==> src/rtl/crc32t_pkg.sv <==
// crc32t_pkg: shared types, command codes and crc-32 constants for frame_crc32_with_trailer.
// The trailer and state column tables are built here at elaboration from the polynomial.
// No dependencies.
package crc32t_pkg;

  localparam int CrcW        = 32;
  localparam int ByteW       = 8;
  localparam int TrailerBits = 168;  // 21 trailer bytes

  typedef logic [CrcW-1:0]  crc_t;
  typedef logic [ByteW-1:0] byte_t;

  localparam crc_t CRC_POLY = 32'hEDB8_8320;
  localparam crc_t CRC_ONES = 32'hFFFF_FFFF;

  typedef enum logic [1:0] {
    CMD_ABSORB         = 2'd0,
    CMD_FINISH         = 2'd1,
    CMD_FINISH_TRAILER = 2'd2
  } cmd_t;

  typedef crc_t trailer_cols_t [TrailerBits];
  typedef crc_t state_cols_t   [CrcW];

  // one stage-register item handed from the trailer stage to the fold stage
  typedef struct packed {
    logic  valid;
    cmd_t  cmd;
    byte_t data_byte;
    crc_t  trailer_crc;
  } stage_t;

  // reflected crc, one message bit
  function automatic crc_t shift_bit(crc_t c, logic b);
    logic fb;
    fb = c[0] ^ b;
    return (c >> 1) ^ (fb ? CRC_POLY : '0);
  endfunction

  function automatic crc_t fold_byte(crc_t c, byte_t b);
    crc_t acc;
    acc = c;
    for (int k = 0; k < ByteW; k++) begin
      acc = shift_bit(acc, b[k]);
    end
    return acc;
  endfunction

  // contribution of each trailer bit, starting from a zero crc
  function automatic trailer_cols_t build_trailer_cols();
    trailer_cols_t cols;
    crc_t          c;
    for (int j = 0; j < TrailerBits; j++) begin
      c = '0;
      for (int k = 0; k < TrailerBits; k++) begin
        c = shift_bit(c, (k == j));
      end
      cols[j] = c;
    end
    return cols;
  endfunction

  // image of each state bit after the trailer length of zero bits
  function automatic state_cols_t build_state_cols();
    state_cols_t cols;
    crc_t        c;
    for (int i = 0; i < CrcW; i++) begin
      c = crc_t'(1) << i;
      for (int k = 0; k < TrailerBits; k++) begin
        c = shift_bit(c, 1'b0);
      end
      cols[i] = c;
    end
    return cols;
  endfunction

  localparam trailer_cols_t TRAILER_COL = build_trailer_cols();
  localparam state_cols_t   STATE_COL   = build_state_cols();

endpackage

==> src/rtl/crc32t_trailer.sv <==
// crc32t_trailer: input stage register; folds the 21-byte trailer from a zero crc.
// Depends on crc32t_pkg.
module crc32t_trailer (
  input  logic                    clk,
  input  logic                    rst_n,
  input  logic                    in_valid,
  output logic                    in_stall,
  input  logic [1:0]              in_command,
  input  crc32t_pkg::byte_t       in_data_byte,
  input  logic [31:0]             in_block_id,
  input  logic [31:0]             in_packet_index,
  input  logic [7:0]              in_frame_type,
  input  logic [31:0]             in_payload_length,
  input  logic [63:0]             in_total_file_size,
  input  logic                    stage_adv,
  output crc32t_pkg::stage_t      stage
);
  import crc32t_pkg::*;

  logic [TrailerBits-1:0] trailer_bits;
  crc_t                   trailer_crc;
  logic                   in_fire;
  stage_t                 stage_r;
  stage_t                 stage_nxt;

  // byte 0 of the trailer sits in the low bits
  assign trailer_bits = {in_total_file_size, in_payload_length, in_frame_type,
                         in_packet_index, in_block_id};

  always_comb begin
    trailer_crc = '0;
    for (int k = 0; k < TrailerBits; k++) begin
      if (trailer_bits[k]) begin
        trailer_crc = trailer_crc ^ TRAILER_COL[k];
      end
    end
  end

  assign in_stall = stage_r.valid && !stage_adv;
  assign in_fire  = in_valid && !in_stall;

  always_comb begin
    stage_nxt = stage_r;
    if (in_fire) begin
      stage_nxt.valid       = 1'b1;
      stage_nxt.cmd         = cmd_t'(in_command);
      stage_nxt.data_byte   = in_data_byte;
      stage_nxt.trailer_crc = trailer_crc;
    end else if (stage_adv) begin
      stage_nxt.valid = 1'b0;
    end
  end

  always_ff @(posedge clk) begin
    if (!rst_n) begin
      stage_r.valid <= 1'b0;
    end else begin
      stage_r <= stage_nxt;
    end
  end

  assign stage = stage_r;

endmodule

==> src/rtl/crc32t_fold.sv <==
// crc32t_fold: running crc register and result register.
// Merges the stage item into the running crc; depends on crc32t_pkg.
module crc32t_fold (
  input  logic                 clk,
  input  logic                 rst_n,
  input  crc32t_pkg::stage_t   stage,
  output logic                 stage_adv,
  output logic                 out_valid,
  input  logic                 out_stall,
  output logic [31:0]          out_crc_value
);
  import crc32t_pkg::*;

  crc_t running_crc_r;
  crc_t running_crc_nxt;
  logic out_valid_r;
  logic out_valid_nxt;
  crc_t out_crc_value_r;
  crc_t out_crc_value_nxt;
  crc_t shifted_crc;
  logic stage_fire;

  // running crc carried past the trailer length of zero bits
  always_comb begin
    shifted_crc = '0;
    for (int i = 0; i < CrcW; i++) begin
      if (running_crc_r[i]) begin
        shifted_crc = shifted_crc ^ STATE_COL[i];
      end
    end
  end

  assign stage_adv  = !(out_valid_r && out_stall);
  assign stage_fire = stage.valid && stage_adv;

  always_comb begin
    running_crc_nxt   = running_crc_r;
    out_crc_value_nxt = out_crc_value_r;
    out_valid_nxt     = out_valid_r && out_stall;
    if (stage_fire) begin
      case (stage.cmd)
        CMD_ABSORB: begin
          running_crc_nxt = fold_byte(running_crc_r, stage.data_byte);
        end
        CMD_FINISH: begin
          out_valid_nxt     = 1'b1;
          out_crc_value_nxt = running_crc_r ^ CRC_ONES;
          running_crc_nxt   = CRC_ONES;
        end
        CMD_FINISH_TRAILER: begin
          out_valid_nxt     = 1'b1;
          out_crc_value_nxt = shifted_crc ^ stage.trailer_crc ^ CRC_ONES;
          running_crc_nxt   = CRC_ONES;
        end
        default: begin
          // unused code: no result, state kept
        end
      endcase
    end
  end

  always_ff @(posedge clk) begin
    if (!rst_n) begin
      running_crc_r <= CRC_ONES;
      out_valid_r   <= 1'b0;
    end else begin
      running_crc_r <= running_crc_nxt;
      out_valid_r   <= out_valid_nxt;
    end
    out_crc_value_r <= out_crc_value_nxt;
  end

  assign out_valid     = out_valid_r;
  assign out_crc_value = out_crc_value_r;

  a_finish_resets_crc: assert property (@(posedge clk) disable iff (!rst_n)
    stage_fire && (stage.cmd == CMD_FINISH || stage.cmd == CMD_FINISH_TRAILER)
    |=> running_crc_r == CRC_ONES)
    else $error("running crc not restored after finish");

  a_result_from_finish: assert property (@(posedge clk) disable iff (!rst_n)
    $rose(out_valid_r) |-> $past(stage_fire) &&
      ($past(stage.cmd) == CMD_FINISH || $past(stage.cmd) == CMD_FINISH_TRAILER))
    else $error("result appeared without a finish transaction");

  a_absorb_no_result: assert property (@(posedge clk) disable iff (!rst_n)
    stage_fire && stage.cmd == CMD_ABSORB |=> !out_valid_r)
    else $error("absorb produced a result");

  a_unused_keeps_state: assert property (@(posedge clk) disable iff (!rst_n)
    stage_fire && stage.cmd != CMD_ABSORB && stage.cmd != CMD_FINISH &&
      stage.cmd != CMD_FINISH_TRAILER |=> $stable(running_crc_r))
    else $error("unused command changed the running crc");

  a_stage_held_when_blocked: assert property (@(posedge clk) disable iff (!rst_n)
    stage.valid && !stage_adv |=> stage.valid)
    else $error("stage item dropped while result blocked");

endmodule

==> src/rtl/frame_crc32_with_trailer.sv <==
// frame_crc32_with_trailer: top level of the crc-32 block with optional frame trailer.
// Instantiates crc32t_trailer and crc32t_fold; depends on crc32t_pkg.
//
// Usage:
//   Input channel (in_valid / in_stall): one transaction per byte or command.
//   in_command absorb folds in_data_byte into the running crc; finish emits
//   the crc; finish with trailer first folds the 21-byte little-endian trailer
//   (block id, packet index, frame type, payload length, file size).
//   Output channel (out_valid / out_stall): one transaction per finish with
//   out_crc_value; absorb and the unused command code give no result.
//   A finish passes through the input register and then the result register.
//   Throughput: one transaction per cycle when no held result stalls, set by the
//   running crc register update; the 21-byte trailer is folded in one pass through
//   a constant xor network split across the input and result registers.
//   Reset: running crc returns to all ones, both registers empty.
//   Stall: a held result blocks the fold stage; one more transaction can still
//   be taken into the input register before in_stall rises.
module frame_crc32_with_trailer (
  input  logic        clk,
  input  logic        rst_n,
  input  logic        in_valid,
  output logic        in_stall,
  input  logic [1:0]  in_command,
  input  logic [7:0]  in_data_byte,
  input  logic [31:0] in_block_id,
  input  logic [31:0] in_packet_index,
  input  logic [7:0]  in_frame_type,
  input  logic [31:0] in_payload_length,
  input  logic [63:0] in_total_file_size,
  output logic        out_valid,
  input  logic        out_stall,
  output logic [31:0] out_crc_value
);
  import crc32t_pkg::*;

  stage_t stage;
  logic   stage_adv;

  crc32t_trailer u_trailer (
    .clk               (clk),
    .rst_n             (rst_n),
    .in_valid          (in_valid),
    .in_stall          (in_stall),
    .in_command        (in_command),
    .in_data_byte      (in_data_byte),
    .in_block_id       (in_block_id),
    .in_packet_index   (in_packet_index),
    .in_frame_type     (in_frame_type),
    .in_payload_length (in_payload_length),
    .in_total_file_size(in_total_file_size),
    .stage_adv         (stage_adv),
    .stage             (stage)
  );

  crc32t_fold u_fold (
    .clk          (clk),
    .rst_n        (rst_n),
    .stage        (stage),
    .stage_adv    (stage_adv),
    .out_valid    (out_valid),
    .out_stall    (out_stall),
    .out_crc_value(out_crc_value)
  );

endmodule
==> config.mk <==
export PLATFORM = sky130hd
export DESIGN_NAME = frame_crc32_with_trailer
export DESIGN_NICKNAME = d
export VERILOG_FILES = /design/src/rtl/crc32t_pkg.sv /design/src/rtl/crc32t_trailer.sv /design/src/rtl/crc32t_fold.sv /design/src/rtl/frame_crc32_with_trailer.sv
export SDC_FILE = /design/constraint.sdc
export NUM_CORES = 1
export LEC_CHECK = 0
export BUFFER_PORTS_ARGS = -buffer_cell sky130_fd_sc_hd__buf_4
export CAP_MARGIN = 5
export CORE_MARGIN = 2
export CORE_UTILIZATION = 45
export CTS_CLUSTER_SIZE = 12
export DETAILED_ROUTE_END_ITERATION = 8
export PLACE_DENSITY_LB_ADDON = 0.2
export SLEW_MARGIN = 20
export SYNTH_ARGS = -nofsm -noshare
export SYNTH_HDL_FRONTEND = slang
export SYNTH_SLANG_ARGS = --single-unit
export TNS_END_PERCENT = 50
==> constraint.sdc <==
create_clock -name clk -period 2.7 [get_ports clk]
set_input_delay 0.135 -clock clk [delete_from_list [all_inputs] [get_ports clk]]
set_output_delay 0.135 -clock clk [all_outputs]
set_load 0.01 [all_outputs]
==> results_dict.tcl, run 1 <==
set metrics [dict create \
    run_status "complete, but fails checks" \
    violations "negative setup slack" \
    max-clock-path-buffers 2 \
    synth_top_cell_area_share_pct 42.86 \
    syn_area_per_cell_um2 10.84 \
    clkLatencyLatePin_ns 0.38 \
    n_antenna_cell 0 \
    worstSetupPathType "input port to register" \
    synthCells 1828 \
    ys_seq_area_share_pct 14.64 \
    coreArea_um2 43270 \
    fin_crit_ns 2.731 \
    power_uw 24740 \
    vias 15650 \
    fin_setup_tns_ns -0.03084 \
    vdd_ir_drop_max_v 0.0005544 \
    slew_headroom_pct 25.27 \
    rsz0062_at_grt "no" \
    finalHoldViolCount 0 \
    fin_nets 2392 \
    layout-drive-gt1-share_pct 26.53 \
    yosys_warnings 0 \
    worst_r2r_path_depth 6 \
    syn-num-nets 2012 \
    worstMarginPinSlew_ns 1.113 \
    yosys-mux-area-fraction_pct 0.9594 \
    cp_max_fo 7 \
    power.leakage_uw 0.01021 \
    finish.instance_area_um2 24200 \
    synth.distinct_cells 30 \
    ys_top_cells_by_area "xnor2_1 (43%), xnor3_1 (20%), edfxtp_1 (11%)" \
    start_util_pct 45.82 \
    multi_input_area_um2 16130 \
    postCtsSetupRepairBufs 0 \
    cp-end-kind "register" \
    grt_max_degree 43 \
    gr-total-overflow 0 \
    synth_compound_area_share_pct 1.325 \
    synth_area_um2 19820 \
    layout_setup_ws_ns -0.03084 \
    flow.area_growth_from_synthesis_pct 22.07 \
    preCtsSetupSlack_ns -0.2502 \
    root_buffer "clkbuf_16" \
    setup_viol 1 \
    die_area_um2 45750 \
    num_rows 76 \
    worstHoldPathCells 3 \
    pin_count 216 \
    yosysMostFrequentCell "xnor2_1" \
    synth_top_family_by_area "XOR/XNOR gates" \
    ys.flop_type "edfxtp_1" \
    die_x_um 213.9 \
    fin_crit_sh_pct 101.1 \
    cts_max_level 3 \
    hold_class "input port to register" \
    grt_pass1_wl_mm 132.6 \
    dp_hpwl_mm 87.23 \
    clock_sinks 108 \
    antenna_left 0 \
    synth_simple_gate_area_share_pct 1.098 \
    die_h_um 213.9 \
    synth-async-reset-ratio_pct 0 \
    synthXorXnorAreaFrac_pct 77.70 \
    place_area_um2 23800 \
    crit_required_ns 2.80 \
    cap_violations 0 \
    cts_tree "yes" \
    grt_use_met2_pct 60.54 \
    power_density_nw_per_um2 1022 \
    post_drt_wl_per_cell_um 36.22 \
    port_buffers 215 \
    numCtsBuffers 9 \
    fin_skew_ns 0.008243 \
    gr-usage-met1_pct 61.51 \
    register_area_um2 2903 \
    timing.hold.ws_ns 0.02969 \
    drtIter0Drc 2696 \
    synth_edf_count 74 \
    place.gp.congestion 1.107 \
    drc 0 \
    finalMaxSlewViolations 0 \
    arrival_ns 2.84 \
    yosysTopAreaCell "xnor2_1" \
    clk_pin_slew_worst_paths_ns 0.08 \
    grt.busiest_layer "met1" \
    ys_seq_elements 108 \
    synth_fa_ha_area_share_pct 0.1262 \
    wl_mm 101.4 \
    fillers 3885 \
    fmax_mhz 366.2 \
    antenna_found_initial 0 \
    grt_usage_pct 44.73 \
    viasPerCell 5.592 \
    dr.pass1.iters 6 \
    netlist_top_cells_count "xnor2_1 (970), xor2_1 (229), xnor3_1 (176)" \
    startpoint_type "input port" \
    first_global_vias 15410 \
    met3_usage_pct 17.82 \
]
-- worst max-delay path, cell delays in order --
cell and delay, ns:
buf_4 0.18, xor2_1 0.79, buf_4 0.25, xnor3_1 0.26
xnor2_1 0.19, xnor2_1 0.38, xnor3_1 0.49, xnor2_1 0.16
-- area by class of cell --
type | instances | area share, %
timing repair buffer | 544 | 17.15
multi-input combinational | 1544 | 66.64
clock inverter | 7 | 0.2430
clock buffer | 9 | 0.9307
tap | 585 | 3.025
sequential | 108 | 12.00
inverter | 1 | 0.01551
-- metrics by stage --
step	util [%]	cells
6_report	55.93	2798
3_5_place_dp	55.00	2771
4_1_cts	55.91	2798
2_1_floorplan	-	1828
5_1_grt	55.93	2798
3_3_place_gp	55.00	2771
-- cells by family (layout without fill, tap and decap cells) --
logic type / after synthesis / count (layout)
buffers and inverters: 176 / 561
AO/OA/AOI/OAI: 44 / 44
adder cells (fa/ha/maj): 2 / 2
AND/OR/NAND/NOR: 56 / 56
XOR/XNOR: 1423 / 1423
flip-flops: 108 / 108
multiplexers: 19 / 19
-- power by group --
group          internal (uW)  switching (uW)  leakage (uW)
Combinational          10400            9870       0.00910
Clock                    645             709      0.000135
Sequential              2820             250      0.000972
Total                  13900           10800        0.0102
-- flip-flops by register name (all words and copies together), names as in the netlist --
| name | cells |
|---|---|
| u_fold.running_crc_r | 32 |
| u_fold.out_crc_value | 32 |
| u_fold.out_valid | 1 |
| u_trailer.stage | 43 |
-- per-layer routing --
| metal | wire length (um) | vias up | part of all wire, % |
|---|---|---|---|
| met4 | 5892 | 0 | 5.8 |
| met5 | 0 | - | 0 |
| li1 | - | 6468 | - |
| met1 | 40700 | 7660 | 40 |
| met2 | 38830 | 1282 | 38 |
| met3 | 15920 | 237 | 16 |
-- final timing paths --
path	slack, ns	to	start
setup / recovery	-0.03	u_trailer.stage[26]	in_frame_type[6]
hold / removal	0.03	u_fold.out_valid	out_stall
setup reg to reg	0.14	u_fold.out_crc_value[24]	u_fold.running_crc_r[19]
hold reg to reg	0.58	u_fold.out_valid	u_fold.out_valid
-- placed cells by master, fill, tap and decap left out, types with 3 or more instances in the layout --
cell type / Yosys / final
buf_12: 0 / 3
buf_4: 6 / 530
clkbuf_16: 0 / 9
dfxtp_1: 34 / 34
dlygate4sd3_1: 0 / 11
edfxtp_1: 74 / 74
inv_8: 0 / 3
mux2i_1: 19 / 19
nand2_1: 48 / 48
o21ai_0: 11 / 11
o22ai_1: 30 / 30
xnor2_1: 970 / 969
xnor2_2: 22 / 23
xnor3_1: 176 / 176
xor2_1: 229 / 229
xor2_2: 7 / 7
xor3_1: 14 / 14
-- repair_timing --
| action | 4_1_cts | 5_1_grt |
|---|---|---|
| setup endpoints to repair | 0 | 2 |
| hold buffers | 11 | 0 |
| gates resized for setup | 0 | 1 |
| hold endpoints to repair | 11 | 0 |
No activity file was read; power rests on OpenSTA's default activity.
==> run 2, diff against run 1 <==
SKIP_LAST_GASP = 1   (was not set)
clock period = 2.8 ns   (was 2.7 ns; I/O delays follow)
==> run 2 against run 1 <==
  * Sequential share of layout area is 0.21 points higher
  * The flow now finishes without violations
  * Critical path depth is 1 lower
  * Via count hardly changed
  * Worst setup slack better by 0.082 ns
  * Largest power group unchanged
  * Power is 4.3% lower
  * Non-clock buffer count is 55 lower
  * Worst hold slack better by 0.046 ns
  * Wire length is 0.12% lower
==> results_dict.tcl, run 2 (synthesized netlist as in run 1, its figures left out) <==
set metrics [dict create \
    run_status "finished, final reports clean" \
    worstMarginPinSlew_ns 1.005 \
    layout-drive-gt1-share_pct 24.65 \
    die_h_um 213.9 \
    cts_max_level 3 \
    max-clock-path-buffers 2 \
    flow.area_growth_from_synthesis_pct 19.93 \
    vias 15650 \
    slew_headroom_pct 32.82 \
    die_area_um2 45750 \
    power_density_nw_per_um2 995.7 \
    drtIter0Drc 2596 \
    viasPerCell 5.704 \
    vdd_ir_drop_max_v 0.0004156 \
    coreArea_um2 43270 \
    met3_usage_pct 17.15 \
    finish.instance_area_um2 23770 \
    post_drt_wl_per_cell_um 36.90 \
    fin_crit_ns 2.749 \
    n_antenna_cell 0 \
    place.gp.congestion 1.156 \
    largest_reg_flops 43 \
    fmax_mhz 363.8 \
    multi_input_area_um2 16120 \
    first_global_vias 15310 \
    grt.busiest_layer "met1" \
    mostFrequentLayoutCells "xnor2_1 (970), buf_4 (476), xor2_1 (229)" \
    start_util_pct 45.82 \
    antenna_left 0 \
    cp_max_fo 6 \
    grt_use_met2_pct 59.44 \
    rsz0062_at_grt "no" \
    arrival_ns 2.88 \
    postCtsSetupRepairBufs 0 \
    fillers 3903 \
    crit_required_ns 2.93 \
    hold_class "input port to register" \
    dr.pass1.iters 5 \
    fin_nets 2337 \
    setup_viol 0 \
    cts_hold_buf 11 \
    finalHoldViolCount 0 \
    die_x_um 213.9 \
    gr-usage-met1_pct 62.39 \
    grt_usage_pct 44.73 \
    power_uw 23670 \
    timing.reg2reg.setup_slack_ns 0.15 \
    power.leakage_uw 0.009950 \
    timing.hold.ws_ns 0.07563 \
    place_area_um2 23370 \
    crit_end "u_trailer.stage[24]" \
    dp_hpwl_mm 86.27 \
    cts_resized 0 \
    clkLatencyLatePin_ns 0.38 \
    numCtsBuffers 9 \
    root_buffer "clkbuf_16" \
    final_util_pct 54.95 \
    drc 0 \
    reg2reg_from "u_fold.running_crc_r[7]" \
    finalMaxSlewViolations 0 \
    crit_start "in_payload_length[2]" \
    final_common_cell "xnor2_1" \
    wl_mm 101.2 \
    r2r-end "u_fold.out_crc_value[7]" \
    grt_pass1_wl_mm 132.8 \
    worst_r2r_path_depth 7 \
    cap_violations 0 \
    fin_crit_sh_pct 98.18 \
    fin_skew_ns 0.01126 \
    fin_setup_tns_ns 0 \
    startpoint_type "input port" \
    port_buffers 215 \
    cts_tree "yes" \
    cp-end-kind "register" \
    num_rows 76 \
    clock_sinks 108 \
    grt_max_degree 43 \
    antenna_found_initial 0 \
    clk_pin_slew_worst_paths_ns 0.08 \
    worstSetupPathType "input port to register" \
    pin_count 216 \
    gr-total-overflow 0 \
    register_area_um2 2903 \
]
[run 2: cell count changes in the layout (fill, tap and decap cells not counted), moves of 2 or more]
cell	delta
buf_4	-54
clkinvlp_4	-2
inv_8	-3
inv_6	+3
[run 2: metal layers]
layer / routed length (um) / part of all wire [%] / vias up
met4: 6266 / 6.2 / 0
met3: 15110 / 15 / 257
met1: 41410 / 41 / 7784
met5: 0 / 0 / -
met2: 38440 / 38 / 1237
li1: - / - / 6367
[run 2: worst max-delay path: stages]
cell and delay, ns:
buf_4 0.19, xnor2_2 0.30, xnor3_1 0.50, xor2_1 0.17
xnor2_1 0.58, xnor3_1 0.54, xnor2_1 0.43
[run 2: cell type report]
type,count,share of cell area (%)
Sequential cell,108,12.21
Clock inverter,6,0.2263
Tap cell,585,3.079
Clock buffer,10,1.005
Multi-Input combinational cell,1544,67.80
Inverter,1,0.01579
Timing Repair Buffer,489,15.66
[run 2: worst min-delay path by stage]
stage                          startpoint                  end  cells past startpoint
after global routing            out_stall     u_fold.out_valid                      3
after floorplan           in_data_byte[0]  u_trailer.stage[32]                      0
after global placement    in_data_byte[1]  u_trailer.stage[33]                      1
after detailed placement    in_command[0]  u_trailer.stage[40]                      1
after CTS                       out_stall     u_fold.out_valid                      3
final                           out_stall     u_fold.out_valid                      3
[run 2: power by group]
group	switching (uW)	internal [uW]	total (uW)
Sequential	288	2720	3010
Combinational	9340	9960	19300
Clock	709	647	1360
Total	10300	13300	23700
[run 2: stage by stage]
stage,instances,worst slack (ns)
final,2743,0.05090
after global routing,2743,0.08108
after CTS,2743,0.1797
after detailed placement,2716,-0.2032
after global placement,2716,-0.1838
after floorplan,1828,0.2639
